## config.mk

```make
export PLATFORM = sky130hd
export DESIGN_NAME = reachability_closure_engine
export DESIGN_NICKNAME = d
export VERILOG_FILES = /design/src/design/rce_pkg.sv /design/src/design/reachability_closure_engine.sv /design/src/design/rce_datapath.sv /design/src/design/rce_ctrl.sv
export SDC_FILE = /design/constraint.sdc
export NUM_CORES = 1
export LEC_CHECK = 0
export ABC_CLOCK_PERIOD_IN_PS = 5600
export BUFFER_PORTS_ARGS = -buffer_cell sky130_fd_sc_hd__buf_2
export CAP_MARGIN = 10
export CELL_PAD_IN_SITES_DETAIL_PLACEMENT = 1
export CELL_PAD_IN_SITES_GLOBAL_PLACEMENT = 1
export CORE_ASPECT_RATIO = 1.75
export CORE_MARGIN = 2
export CORE_UTILIZATION = 45
export CTS_CLUSTER_DIAMETER = 80
export DETAILED_ROUTE_END_ITERATION = 12
export GPL_ROUTABILITY_DRIVEN = 1
export PLACE_DENSITY_LB_ADDON = 0.2
export SETUP_SLACK_MARGIN = 0.15
export SYNTH_ARGS = -nofsm -noshare
export SYNTH_HDL_FRONTEND = slang
export SYNTH_SLANG_ARGS = --single-unit
```

## constraint.sdc

```tcl
create_clock -name clk -period 5.6 [get_ports clk]
set_input_delay 1.68 -clock clk [delete_from_list [all_inputs] [get_ports clk]]
set_output_delay 1.68 -clock clk [all_outputs]
set_load 0.03 [all_outputs]
```

## src/design/rce_pkg.sv

```systemverilog
`default_nettype none

package rce_pkg;

	// matrix geometry
	localparam int NODES = 16;
	localparam int PIV_W = (NODES > 1) ? $clog2(NODES) : 1;

	// fixed field widths of the stream items
	localparam int OPC_W     = 2;
	localparam int IDX_W     = 4;
	localparam int ROW_OUT_W = 16;
	localparam int S_DATA_W  = 16;
	localparam int M_DATA_W  = 24;

	typedef enum logic [OPC_W-1:0] {
		OP_CLEAR = 2'd0,
		OP_ADD   = 2'd1,
		OP_CLOSE = 2'd2,
		OP_QUERY = 2'd3
	} opcode_t;

	typedef enum logic {
		ST_IDLE,
		ST_CLOSE
	} state_t;

	// controller to datapath commands
	typedef struct packed {
		logic             clear;
		logic             add;
		logic             step;
		logic             load;
		logic             query;
		logic [PIV_W-1:0] pivot;
	} rce_cmd_t;

endpackage

`default_nettype wire

```

## src/design/reachability_closure_engine.sv

```systemverilog
// Reachability closure engine: a NODES x NODES bit matrix of directed edges.
// Input stream (s_*): one beat is one command - clear the matrix, add edge
// src->dst, close the relation (transitive closure), or query a source row.
// Output stream (m_*): exactly one beat per input beat, in order. Only a
// query returns data (the source row and whether dst is in it); all other
// commands return a zero beat.
// For clear, add and query the result is registered and shows on m_tvalid
// the cycle after the input beat is taken.
// Closure runs Warshall one pivot row per cycle through the single row read
// port, over every pivot row; its zero beat appears after the sweep, and
// s_tready is low throughout.
// A new command is taken in the same cycle that the held result is taken;
// while the receiver stalls, s_tready stays low and the result holds.
// Reset (arst_n low) clears the matrix and the result register and drops
// m_tvalid; no clearing sweep is needed afterwards.
`default_nettype none

module reachability_closure_engine
	import rce_pkg::*;
(
	input  wire logic                clk,
	input  wire logic                arst_n,
	input  wire logic                s_tvalid,
	output logic                     s_tready,
	input  wire logic [S_DATA_W-1:0] s_tdata,  // opcode[1:0], src_index[5:2], dst_index[9:6]
	output logic                     m_tvalid,
	input  wire logic                m_tready,
	output logic [M_DATA_W-1:0]      m_tdata   // reachable[0], reach_row[16:1]
);

	rce_cmd_t             cmd;
	logic                 reachable;
	logic [ROW_OUT_W-1:0] reach_row;

	rce_ctrl u_ctrl (
		.clk      (clk),
		.arst_n   (arst_n),
		.s_tvalid (s_tvalid),
		.s_tready (s_tready),
		.opcode   (s_tdata[OPC_W-1:0]),
		.m_tvalid (m_tvalid),
		.m_tready (m_tready),
		.cmd      (cmd)
	);

	rce_datapath u_datapath (
		.clk       (clk),
		.arst_n    (arst_n),
		.cmd       (cmd),
		.src_index (s_tdata[OPC_W +: IDX_W]),
		.dst_index (s_tdata[OPC_W + IDX_W +: IDX_W]),
		.reachable (reachable),
		.reach_row (reach_row)
	);

	// pack result beat, pad to whole bytes
	assign m_tdata = {{(M_DATA_W - ROW_OUT_W - 1){1'b0}}, reach_row, reachable};

endmodule

`default_nettype wire

```

## src/design/rce_datapath.sv

```systemverilog
`default_nettype none

module rce_datapath
	import rce_pkg::*;
(
	input  wire logic                 clk,
	input  wire logic                 arst_n,
	input  rce_cmd_t                  cmd,
	input  wire logic [IDX_W-1:0]     src_index,
	input  wire logic [IDX_W-1:0]     dst_index,
	output logic                      reachable,
	output logic [ROW_OUT_W-1:0]      reach_row
);

	logic [NODES-1:0] rows_q [NODES];
	logic [PIV_W-1:0] src_sel;
	logic [PIV_W-1:0] dst_sel;
	logic [PIV_W-1:0] rd_addr;
	logic [NODES-1:0] rd_row;
	logic             src_ok;
	logic             dst_ok;
	logic             hit;
	logic             reachable_q;
	logic [ROW_OUT_W-1:0] reach_row_q;

	// index decode and range checks
	assign src_ok  = (32'(src_index) < NODES);
	assign dst_ok  = (32'(dst_index) < NODES);
	assign src_sel = PIV_W'(src_index);
	assign dst_sel = PIV_W'(dst_index);

	// single row read port: pivot row during closure, source row otherwise
	assign rd_addr = cmd.step ? cmd.pivot : src_sel;
	assign rd_row  = rows_q[rd_addr];
	assign hit     = src_ok & dst_ok & rd_row[dst_sel];

	// matrix rows: clear, edge insert, one Warshall pivot step
	always_ff @(posedge clk or negedge arst_n) begin
		if (!arst_n) begin
			for (int i = 0; i < NODES; i++) begin
				rows_q[i] <= '0;
			end
		end else begin
			for (int i = 0; i < NODES; i++) begin
				if (cmd.clear) begin
					rows_q[i] <= '0;
				end else if (cmd.step) begin
					if (rows_q[i][cmd.pivot]) begin
						rows_q[i] <= rows_q[i] | rd_row;
					end
				end else if (cmd.add && src_ok && dst_ok && src_sel == PIV_W'(i)) begin
					rows_q[i][dst_sel] <= 1'b1;
				end
			end
		end
	end

	// result payload register
	always_ff @(posedge clk or negedge arst_n) begin
		if (!arst_n) begin
			reachable_q <= 1'b0;
			reach_row_q <= '0;
		end else if (cmd.load) begin
			reachable_q <= cmd.query & hit;
			reach_row_q <= (cmd.query && src_ok) ? ROW_OUT_W'(rd_row) : '0;
		end
	end

	assign reachable = reachable_q;
	assign reach_row = reach_row_q;

endmodule

`default_nettype wire

```

## src/design/rce_ctrl.sv

```systemverilog
`default_nettype none

module rce_ctrl
	import rce_pkg::*;
(
	input  wire logic             clk,
	input  wire logic             arst_n,
	input  wire logic             s_tvalid,
	output logic                  s_tready,
	input  wire logic [OPC_W-1:0] opcode,
	output logic                  m_tvalid,
	input  wire logic             m_tready,
	output rce_cmd_t              cmd
);

	state_t           state_q;
	state_t           state_nxt;
	logic [PIV_W-1:0] pivot_q;
	logic             out_valid_q;
	logic             accept;
	logic             last_pivot;
	opcode_t          op;

	assign op         = opcode_t'(opcode);
	assign s_tready   = (state_q == ST_IDLE) && (!out_valid_q || m_tready);
	assign accept     = s_tvalid && s_tready;
	assign last_pivot = (pivot_q == PIV_W'(NODES - 1));
	assign m_tvalid   = out_valid_q;

	// next state
	always_comb begin
		state_nxt = state_q;
		case (state_q)
			ST_IDLE: begin
				if (accept && op == OP_CLOSE) begin
					state_nxt = ST_CLOSE;
				end
			end
			ST_CLOSE: begin
				if (last_pivot) begin
					state_nxt = ST_IDLE;
				end
			end
			default: state_nxt = ST_IDLE;
		endcase
	end

	// command outputs
	always_comb begin
		cmd       = '0;
		cmd.pivot = pivot_q;
		case (state_q)
			ST_IDLE: begin
				if (accept) begin
					cmd.clear = (op == OP_CLEAR);
					cmd.add   = (op == OP_ADD);
					cmd.query = (op == OP_QUERY);
					cmd.load  = (op != OP_CLOSE);
				end
			end
			ST_CLOSE: begin
				cmd.step = 1'b1;
				cmd.load = last_pivot;
			end
			default: cmd = '0;
		endcase
	end

	// state, pivot counter, result valid
	always_ff @(posedge clk or negedge arst_n) begin
		if (!arst_n) begin
			state_q     <= ST_IDLE;
			pivot_q     <= '0;
			out_valid_q <= 1'b0;
		end else begin
			state_q <= state_nxt;
			if (state_q == ST_CLOSE) begin
				pivot_q <= last_pivot ? '0 : pivot_q + 1'b1;
			end
			if (cmd.load) begin
				out_valid_q <= 1'b1;
			end else if (m_tready) begin
				out_valid_q <= 1'b0;
			end
		end
	end

	// no pending result is overwritten by a new one
	a_no_overwrite: assert property (@(posedge clk) disable iff (!arst_n)
		cmd.load |-> (!out_valid_q || m_tready))
		else $error("result loaded over an unread beat");

	// input is held off for the whole closure sweep
	a_close_blocks: assert property (@(posedge clk) disable iff (!arst_n)
		(state_q == ST_CLOSE) |-> !s_tready)
		else $error("input ready during closure");

	// closure item starts the sweep at pivot zero
	a_close_start: assert property (@(posedge clk) disable iff (!arst_n)
		(accept && op == OP_CLOSE) |=> (state_q == ST_CLOSE && pivot_q == '0))
		else $error("closure sweep did not start at pivot zero");

	// sweep leaves only after the last pivot, with its result
	a_close_end: assert property (@(posedge clk) disable iff (!arst_n)
		(state_q == ST_CLOSE && !last_pivot) |=> (state_q == ST_CLOSE && !out_valid_q))
		else $error("closure sweep ended early");

endmodule

`default_nettype wire
```

### After elaboration in Yosys (flattened, before gate mapping)

Cells that the tools add are included.

| storage, ports and cells | value |
|---|---|
| register bits | 279 |
| bits of input ports | 20 |
| output and inout port bits | 26 |
| word-level logic and storage cells | 271 |

| operators by class | value |
|---|---|
| add/subtract/negate cells | 1 |
| order comparisons | 4 |
| equal/unequal tests | 36 |
| mux-type cells | 117 |
| bitwise operators | 35 |
| reductions and logical operators | 57 |

Operators by type and width:

| kind | number |
|---|---|
| $mux W16 | 67 |
| $or A16 B16 Y16 | 32 |
| $bmux W1 S4 | 17 |
| $bmux W16 S4 | 1 |
| $ne A3 B3 Y1 const B | 16 |
| $reduce_bool A3 Y1 | 16 |
| $eq A4 B4 Y1 const B | 9 |
| $reduce_and A2 Y1 | 16 |
| $mux W1 | 24 |
| $logic_and A1 B1 Y1 | 20 |
| $eq A4 B3 Y1 const B | 4 |
| $lt A4 B5 Y1 const B | 2 |
| $eq A4 B2 Y1 const B | 2 |
| $mux W4 | 2 |
| $mux W2 | 3 |
| $ge A5 B5 Y1 const B | 1 |
| $not A4 Y5 | 1 |
| $add A4 B1 Y4 const B | 1 |
| $demux W1 S4 | 1 |
| $eq A2 B2 Y1 const B | 2 |
| $eq A4 B1 Y1 const B | 1 |
| $ge A4 B1 Y1 const B | 1 |
| $logic_not A4 Y1 | 1 |
| $pmux W1 S2 | 2 |
| 8 further kinds | 8 |

### Longest topological paths before layout

Gate-level depths: netlist (run 1).

| logic depth | value |
|---|---|
| word-level depth | 10 |
| gate-level depth with buffers | 13 |
| gate-level depth less buffers | 8 |

### Cells and area by module

From an unflattened synthesis (run 1), not the netlist that was laid out.

| second synthesis, totals | value |
|---|---|
| cell total of the unflattened synthesis | 1512 |
| area total of the unflattened synthesis | 15265.9 um^2 |

By module, submodules not included:

| module | times used | cells each | area each (um^2) | seq. area each (um^2) |
|---|---|---|---|---|
| rce_datapath | 1 | 1468 | 14850.5 | 6831.6 |
| rce_ctrl | 1 | 35 | 351.6 | 150.1 |
| reachability_closure_engine | 1 | 9 | 63.8 | 0.0 |

### Least setup slack after synthesis (run 1)

OpenSTA, ideal clock, no wires.

| timing path | value |
|---|---|
| path type | input -> register |
| from | input s_tdata[2] |
| to | register u_datapath.rows_q[217] (netlist bit) |
| data arrival time | 3761 ps |
| required time | 5468 ps |
| path slack | 1708 ps |
| stages on the path | 10 |
| path through | clkbuf_1 > mux2_4 > buf_6 > buf_8 > mux4_2 > a211o_1 > a21o_1 > buf_6 > a21oi_1 > nor2_1 |

| between the ends | value |
|---|---|
| cells in the longest elaborated chain, start to end | 9 |

Ends and longest elaborated chain:

| what | RTL line | source |
|---|---|---|
| from (decl) | reachability_closure_engine.sv:25 | `input wire logic [S_DATA_W-1:0] s_tdata,` |
| $mux W4 | rce_datapath.sv:33 | `assign rd_addr = cmd.step ? cmd.pivot : src_sel;` |
| $not A4 Y5 (implied by the code) | rce_datapath.sv:34 | `assign rd_row = rows_q[rd_addr];` |
| $bmux W16 S4 | rce_datapath.sv:34 |  |
| $mux W16 (implied by the code) (2 in a row) | rce_datapath.sv:34 |  |
| $or A16 B16 Y16 | rce_datapath.sv:49 | `rows_q[i] <= rows_q[i] \| rd_row;` |
| $mux W16 | rce_datapath.sv:48 | `if (rows_q[i][cmd.pivot]) begin` |
| $mux W16 | rce_datapath.sv:47 | `end else if (cmd.step) begin` |
| $mux W16 | rce_datapath.sv:45 | `if (cmd.clear) begin` |
| to (signal, indexed assignment) | rce_datapath.sv:49 |  |
| to (decl) | rce_datapath.sv:15 | `logic [NODES-1:0] rows_q [NODES];` |

Several ways; a longest one is shown, not always the timed one. The select of a mux whose other input is x is not followed.
A chain may end at the register's enable or synchronous reset.

### Final worst setup path (run 1)

| timing path | value |
|---|---|
| from | input m_tready |
| to | register u_datapath.rows_q[93] (netlist bit) |

| between the ends | value |
|---|---|
| cells in the longest elaborated chain, start to end | 8 |

Ends and longest elaborated chain:

| what | RTL line | source |
|---|---|---|
| from (decl) | reachability_closure_engine.sv:27 | `input wire logic m_tready,` |
| $logic_or A1 B1 Y1 * | rce_ctrl.sv:25 | `assign s_tready = (state_q == ST_IDLE) && (!out_valid_q \|\| m_tready);` |
| $logic_and A1 B1 Y1 * | rce_ctrl.sv:25 |  |
| $logic_and A1 B1 Y1 * | rce_ctrl.sv:26 | `assign accept = s_tvalid && s_tready;` |
| $mux W2 * | rce_ctrl.sv:54 | `if (accept) begin` |
| $mux W2 * | rce_ctrl.sv:52 | `case (state_q)` |
| $logic_and A1 B1 Y1 | rce_datapath.sv:51 | `end else if (cmd.add && src_ok && dst_ok && src_sel == PIV_W'(i)) begin` |
| $reduce_bool A3 Y1 (no source line) | - |  |
| $reduce_and A2 Y1 (no source line) | - |  |

Mark *: on every way between the ends. The rest lies on a longest branch, timed or not.

==> flow_results.xml, run 1 <==
<?xml version="1.0" encoding="UTF-8"?>
<metrics>
  <group name="clock_tree">
    <metric name="holdBufCountCts" unit="">0</metric>
    <metric name="htree_levels" unit="">1</metric>
    <metric name="clock_tree_from_tritoncts" unit="">done</metric>
    <metric name="maximum_buffer_depth_of_the_clock_tree" unit="">3</metric>
    <metric name="path_clk_slew" unit="ns">0.07</metric>
    <metric name="clkSinkCount" unit="">279</metric>
    <metric name="insertion_delay" unit="ns">0.58</metric>
    <metric name="ctsResizeCount" unit="">0</metric>
    <metric name="cts-buffers-inserted" unit="">28</metric>
    <metric name="cts_root_buffer" unit="">clkbuf_16</metric>
    <metric name="cts_setup_buffers" unit="">0</metric>
  </group>
  <group name="detailed_routing">
    <metric name="met2WireLength" unit="um">28800</metric>
    <metric name="highest-signal-layer" unit="">met4</metric>
    <metric name="dr.pass1.iters" unit="">5</metric>
    <metric name="totalWireLength" unit="um">57300</metric>
    <metric name="met3_length" unit="um">3390</metric>
    <metric name="wl_met1" unit="um">20800</metric>
    <metric name="vias_per_cell" unit="">6.56</metric>
    <metric name="final_antenna_net_count" unit="">0</metric>
    <metric name="remaining_drc_errors" unit="">0</metric>
    <metric name="vias" unit="">13200</metric>
    <metric name="post_drt_wl_per_cell" unit="um">28.5</metric>
    <metric name="drt-initial-drc-count" unit="">967</metric>
  </group>
  <group name="cells_and_area">
    <metric name="final-seq-area" unit="mm2">0.00699</metric>
    <metric name="fill_cells" unit="">3749</metric>
    <metric name="syn_to_layout_area_delta" unit="%">9.97</metric>
    <metric name="multi_input_comb_area" unit="mm2">0.00768</metric>
    <metric name="drive_gt1_frac" unit="">0.160</metric>
    <metric name="antenna_cells" unit="">0</metric>
    <metric name="number_of_nets_in_the_layout" unit="">1557</metric>
  </group>
  <group name="yosys">
    <metric name="ys_types" unit="">64</metric>
    <metric name="ys_async_rst_share" unit="">1.00</metric>
    <metric name="post_synth_inst_count" unit="">1554</metric>
    <metric name="netlist.top_cell.by_area" unit="">dfrtp_1</metric>
    <metric name="ys_warn_count" unit="">0</metric>
    <metric name="synth_top_cells_by_count" unit="">nor2_1, dfrtp_1, a21oi_1, nand2_1, mux4_2</metric>
    <metric name="yosys_most_used_dff" unit="">dfrtp_1</metric>
    <metric name="yosys_register_bits" unit="">279</metric>
    <metric name="post_synth.cell_area_avg" unit="um2">9.87</metric>
    <metric name="synth_enable_flop_cells" unit="">0</metric>
    <metric name="synth.area.top_cells" unit="">dfrtp_1, mux4_2, a21oi_1, nor2_1, nand2_1</metric>
    <metric name="synth.cell_area" unit="mm2">0.0153</metric>
    <metric name="leading_cell_type_by_number_of_instances_after_synthesis" unit="">nor2_1</metric>
    <metric name="ys_seq_area_frac" unit="">0.455</metric>
    <metric name="yosysTopAreaCellShare" unit="">0.455</metric>
  </group>
  <group name="timing">
    <metric name="final_count_of_pins_violating_max_slew" unit="">0</metric>
    <metric name="timing_worst_slew_pin_value" unit="ns">1.00</metric>
    <metric name="timing.final.setup_violations" unit="">0</metric>
    <metric name="skew" unit="ns">0.0144</metric>
    <metric name="setup_total_negative_slack" unit="ns">0</metric>
    <metric name="fin_crit_sh" unit="">0.774</metric>
    <metric name="hold_viol" unit="">0</metric>
    <metric name="timing_limited_maximum_frequency" unit="MHz">231</metric>
    <metric name="slew_headroom" unit="">0.332</metric>
    <metric name="grt_setup_unrepaired" unit="">false</metric>
    <metric name="final.min_clock_period" unit="ns">4.34</metric>
  </group>
  <group name="die">
    <metric name="die_h" unit="um">248</metric>
    <metric name="floorplan.core_area" unit="mm2">0.0336</metric>
    <metric name="top_level_ports" unit="">46</metric>
    <metric name="die_area" unit="mm2">0.0356</metric>
    <metric name="die-width" unit="um">144</metric>
    <metric name="floorplan.initialDensity" unit="">0.456</metric>
    <metric name="core.rowCount" unit="">89</metric>
  </group>
  <group name="job">
    <metric name="max-cap-violations" unit="">0</metric>
  </group>
  <group name="critical_path">
    <metric name="critical_path_arrival" unit="ns">4.83</metric>
    <metric name="crit_top_cell" unit="">nor2b_1</metric>
    <metric name="worst_path_max_delay_cell" unit="">a221o_1</metric>
    <metric name="timing.critical_path.cells" unit="">buf_2, nor2b_1, nor3b_1, nand3b_1, nor2b_1, a221o_1, a21oi_1, nor2_1</metric>
    <metric name="worstPathMaxFanout" unit="">16</metric>
    <metric name="end_kind" unit="">flip-flop</metric>
    <metric name="setup.worst_path.start_class" unit="">input pin</metric>
    <metric name="max_stage_delay" unit="ns">0.86</metric>
    <metric name="critical_path_class" unit="">input pin to flip-flop</metric>
    <metric name="worstPathRequired" unit="ns">6.10</metric>
  </group>
  <group name="global_routing">
    <metric name="grt_first_pass_wirelength" unit="um">86100</metric>
    <metric name="grt_util_all_layers" unit="">0.326</metric>
    <metric name="grt_max_degree" unit="">170</metric>
    <metric name="grt_pass1_vias" unit="">13600</metric>
    <metric name="antenna_found_initial" unit="">0</metric>
    <metric name="grt_overflow" unit="">0</metric>
  </group>
  <group name="place">
    <metric name="post-dp-hpwl" unit="um">39200</metric>
    <metric name="port_buffers" unit="">32</metric>
    <metric name="routabilityCongestion" unit="">0.971</metric>
  </group>
  <group name="min_path">
    <metric name="kind_of_path_behind_the_tightest_hold_check" unit="">flip-flop to flip-flop</metric>
  </group>
  <group name="outcome">
    <metric name="run_status" unit="">completed</metric>
  </group>
</metrics>
[layer usage]
layer	GRT usage	vias up
li1	-	5572
met1	0.382	6879
met2	0.554	551
met3	0.0456	198
met4	0.213	0
met5	0	-
[cells in the final DEF, fill, tap and decap left out, types with 5 or more instances in the layout]
master	count
o21a_1	17
clkinv_2	5
nand2_1	109
o21ai_1	7
a21o_1	10
a22o_1	14
o21ai_0	29
nand4_1	11
a221o_1	15
inv_1	11
and3_1	7
a21oi_1	265
nand3_1	42
a32oi_1	6
nor3_1	18
buf_4	46
buf_12	6
nor2b_1	37
a31oi_1	9
o22ai_1	14
clkbuf_16	29
o221ai_1	6
mux4_2	101
o21bai_1	7
mux2_2	7
mux2i_1	17
o31ai_1	5
nand2b_1	13
clkbuf_1	8
nor2_1	298
dfrtp_1	276
a211oi_1	5
buf_2	31
o211ai_1	6
conb_1	7
[through the flow]
step	instance area, um2	hold WS, ns	setup WS [ns]	utilization	instances
3_3_place_gp	15900	0.457	0.804	0.473	1961
3_5_place_dp	15900	0.471	0.749	0.473	1961
2_1_floorplan	15400	0.467	1.71	-	1560
4_1_cts	16900	0.489	1.35	0.502	2012
6_report	16900	0.482	1.26	0.502	2012
5_1_grt	16900	0.509	1.16	0.502	2012
[flip-flops by register name (all words and copies together), names as in the netlist]
signal	count
u_ctrl.state_q	1
u_ctrl.pivot_q	4
u_datapath.reach_row	16
u_datapath.rows_q	256
u_datapath.reachable	1
u_ctrl.m_tvalid	1
[worst max-delay path: cells and delay by family]
kind	cells	cell delay (ns)
buffers and inverters	1	0.08
AO/OA/AOI/OAI	2	1.08
AND/OR/NAND/NOR	5	1.97
[logic make-up (layout without fill, tap and decap cells)]
logic type      Yosys count  in the layout  share of synthesized area
other cells               1              7                   0.000244
fa+ha+maj                 1              1                   0.000815
flops                   279            279                      0.455
xor+xnor                  1              1                   0.000571
simple gates            548            548                      0.153
buf+inv                 149            146                     0.0480
mux                     131            131                      0.169
compound gates          444            444                      0.173
[path summary, 6_finish.rpt]
path / from / end / slack [ns] / depth (start not counted)
setup / recovery: m_tready / u_datapath.rows_q[93] / 1.26 / 8
hold reg to reg: u_datapath.reach_row[10] / u_datapath.reach_row[10] / 0.48 / 2
hold / removal: u_datapath.reach_row[10] / u_datapath.reach_row[10] / 0.48 / 2
setup reg to reg: u_ctrl.pivot_q[0] / u_datapath.rows_q[252] / 1.43 / 8
max in group asynchronous: arst_n / u_datapath.rows_q[11] / 3.46 / 2
min in group asynchronous: arst_n / u_datapath.rows_q[65] / 1.16 / 1
[area by class of cell]
class	instances	share of cell area
inverters	11	0.00245
clock inverters	12	0.00994
repair buffers	84	0.0377
clock buffers	39	0.0464
flip-flops and latches	279	0.414
well taps	455	0.0337
multi-input cells	1132	0.456
Power of run 1 is not shown: default switching activity piles up to over one toggle a cycle in this logic, so the estimate is an artifact.
==> inputs of run 2 (changes only) <==
--- a/config.mk
+++ b/config.mk
@@ -5,7 +5,7 @@
 export SDC_FILE = /design/constraint.sdc
 export NUM_CORES = 1
 export LEC_CHECK = 0
-export ABC_CLOCK_PERIOD_IN_PS = 5600
+export ABC_CLOCK_PERIOD_IN_PS = 4300
 export BUFFER_PORTS_ARGS = -buffer_cell sky130_fd_sc_hd__buf_2
 export CAP_MARGIN = 10
 export CELL_PAD_IN_SITES_DETAIL_PLACEMENT = 1
==> constraint.sdc (replaced) <==
create_clock -name clk -period 4.3 [get_ports clk]
set_input_delay 1.29 -clock clk [delete_from_list [all_inputs] [get_ports clk]]
set_output_delay 1.29 -clock clk [all_outputs]
set_load 0.03 [all_outputs]
==> run 2 against run 1 <==
Compared with the run above:
- critical path depth grew 2
- routed wire length up 2.0%
- critical endpoint is now u_datapath.rows_q[192]
- flip-flop and latch count did not move
- highest routed layer unchanged
- design area increased by 3.6%
- clock skew grew 0.012 ns
- die area unchanged
- count of clock-buffer cells in the layout shrank 1
==> flow_results.xml, run 2 (synthesized netlist as in run 1, its figures left out) <==
<?xml version="1.0" encoding="UTF-8"?>
<metrics>
  <group name="outcome">
    <metric name="run_status" unit="">completed</metric>
  </group>
  <group name="critical_path">
    <metric name="critPathCapture" unit="">u_datapath.rows_q[192]</metric>
    <metric name="critical_path_start" unit="">u_ctrl.state_q</metric>
    <metric name="end_kind" unit="">flip-flop</metric>
    <metric name="critical_path_class" unit="">flip-flop to flip-flop</metric>
    <metric name="r2r-start" unit="">u_ctrl.state_q</metric>
    <metric name="worstPathRequired" unit="ns">4.78</metric>
    <metric name="ff2ff_setup_slack" unit="ns">0.54</metric>
    <metric name="timing.reg2reg.worst_path_depth" unit="">10</metric>
    <metric name="timing.rr.end" unit="">u_datapath.rows_q[192]</metric>
    <metric name="critical_path_arrival" unit="ns">4.24</metric>
    <metric name="worstPathMaxFanout" unit="">25</metric>
    <metric name="setup.worst_path.start_class" unit="">flip-flop</metric>
  </group>
  <group name="die">
    <metric name="die_h" unit="um">248</metric>
    <metric name="die_area" unit="mm2">0.0356</metric>
    <metric name="floorplan.core_area" unit="mm2">0.0336</metric>
    <metric name="die-width" unit="um">144</metric>
    <metric name="core.rowCount" unit="">89</metric>
    <metric name="top_level_ports" unit="">46</metric>
    <metric name="floorplan.initialDensity" unit="">0.456</metric>
  </group>
  <group name="cells_and_area">
    <metric name="final-instance-count-excl-fill" unit="">2062</metric>
    <metric name="drive_gt1_frac" unit="">0.190</metric>
    <metric name="antenna_cells" unit="">0</metric>
    <metric name="number_of_nets_in_the_layout" unit="">1606</metric>
    <metric name="largest_register_ffs" unit="">256</metric>
    <metric name="syn_to_layout_area_delta" unit="%">13.9</metric>
    <metric name="register_name_with_the_most_flops" unit="">u_datapath.rows_q</metric>
    <metric name="commonest_cells_after_routing_fill_and_taps_aside" unit="">nor2_1, dfrtp_1, a21oi_1, nand2_1, mux4_2</metric>
    <metric name="layout_commonest_cell" unit="">nor2_1</metric>
  </group>
  <group name="detailed_routing">
    <metric name="totalWireLength" unit="um">58500</metric>
    <metric name="final_antenna_net_count" unit="">0</metric>
    <metric name="vias_per_cell" unit="">6.49</metric>
    <metric name="post_drt_wl_per_cell" unit="um">28.4</metric>
    <metric name="vias" unit="">13400</metric>
    <metric name="drt-initial-drc-count" unit="">1108</metric>
    <metric name="remaining_drc_errors" unit="">0</metric>
    <metric name="dr.pass1.iters" unit="">5</metric>
  </group>
  <group name="timing">
    <metric name="skew" unit="ns">0.0265</metric>
    <metric name="grt_setup_unrepaired" unit="">false</metric>
    <metric name="slew_headroom" unit="">0.405</metric>
    <metric name="setup_total_negative_slack" unit="ns">0</metric>
    <metric name="final_count_of_pins_violating_max_slew" unit="">0</metric>
    <metric name="hold_viol" unit="">0</metric>
    <metric name="final.min_clock_period" unit="ns">3.76</metric>
    <metric name="timing.final.setup_violations" unit="">0</metric>
    <metric name="fin_crit_sh" unit="">0.874</metric>
    <metric name="timing_limited_maximum_frequency" unit="MHz">266</metric>
    <metric name="timing_worst_slew_pin_value" unit="ns">0.893</metric>
  </group>
  <group name="place">
    <metric name="post-dp-hpwl" unit="um">41700</metric>
    <metric name="port_buffers" unit="">32</metric>
    <metric name="dp.cells" unit="">2009</metric>
    <metric name="routabilityCongestion" unit="">0.984</metric>
  </group>
  <group name="job">
    <metric name="max-cap-violations" unit="">0</metric>
  </group>
  <group name="clock_tree">
    <metric name="clock_tree_from_tritoncts" unit="">done</metric>
    <metric name="cts-buffers-inserted" unit="">29</metric>
    <metric name="insertion_delay" unit="ns">0.57</metric>
    <metric name="htree_levels" unit="">1</metric>
    <metric name="cts_setup_buffers" unit="">0</metric>
    <metric name="ctsResizeCount" unit="">0</metric>
    <metric name="maximum_buffer_depth_of_the_clock_tree" unit="">3</metric>
    <metric name="path_clk_slew" unit="ns">0.07</metric>
    <metric name="holdBufCountCts" unit="">0</metric>
    <metric name="cts_root_buffer" unit="">clkbuf_16</metric>
    <metric name="clkSinkCount" unit="">279</metric>
  </group>
  <group name="global_routing">
    <metric name="grt_first_pass_wirelength" unit="um">88100</metric>
    <metric name="grt_max_degree" unit="">102</metric>
    <metric name="grt_util_all_layers" unit="">0.333</metric>
    <metric name="antenna_found_initial" unit="">0</metric>
    <metric name="grt_overflow" unit="">0</metric>
    <metric name="grt_pass1_vias" unit="">14100</metric>
  </group>
  <group name="min_path">
    <metric name="kind_of_path_behind_the_tightest_hold_check" unit="">flip-flop to flip-flop</metric>
  </group>
</metrics>
## run 2: changes by cell type in the layout (fill, tap and decap cells not counted), sizes merged
| cell | previous run | this run |
|---|---|---|
| buf | 84 | 132 |
| clkbuf | 39 | 38 |
| clkinv | 5 | 8 |
## run 2: per-layer routing
metal,GRT usage,vias to the layer above,wire (um)
met1,0.386,7011,21400
met2,0.568,499,29300
met3,0.0442,196,2930
met5,0,-,0
met4,0.229,0,4790
li1,-,5667,-
## run 2: critical path, stage by stage (launching register included)
cell     delay, ns
dfrtp_2       0.73
buf_4         0.28
mux2i_2       0.52
buf_4         0.32
nand2_1       0.09
a32oi_1       0.18
a31oi_1       0.21
nor3_1        0.29
a21o_1        0.73
a21oi_1       0.16
nor2_1        0.14
## run 2: worst min path at each step
stage	start	endpoint	slack, ns	depth (start not counted)
floorplan	u_datapath.reachable	u_datapath.reachable	0.47	1
global placement	u_datapath.reach_row[8]	u_datapath.reach_row[8]	0.46	2
detailed placement	u_datapath.reach_row[8]	u_datapath.reach_row[8]	0.48	2
CTS	u_datapath.reach_row[15]	u_datapath.reach_row[15]	0.49	2
global route	u_datapath.reachable	u_datapath.reachable	0.51	1
finish	u_datapath.reach_row[15]	u_datapath.reach_row[15]	0.49	2
## run 2: layout make-up
type | instances | area (um2)
clock buffers | 38 | 840
clock inverters | 15 | 183
fillers | 3757 | 16200
inverters | 11 | 41.3
multi-input cells | 1132 | 7680
flip-flops and latches | 279 | 6990
well taps | 455 | 569
repair buffers | 132 | 1170
## run 2: per-stage QoR
stage               utilization  hold WS [ns]  area, um2  setup WS, ns
detailed placement        0.489         0.475      16500         0.150
global placement          0.489         0.459      16500         0.216
finish                    0.520         0.487      17500         0.541
global route              0.520         0.510      17500         0.508
CTS                       0.520         0.491      17500         0.639
floorplan                     -         0.467      15400         0.798
Power of run 2 is left out for the same reason.
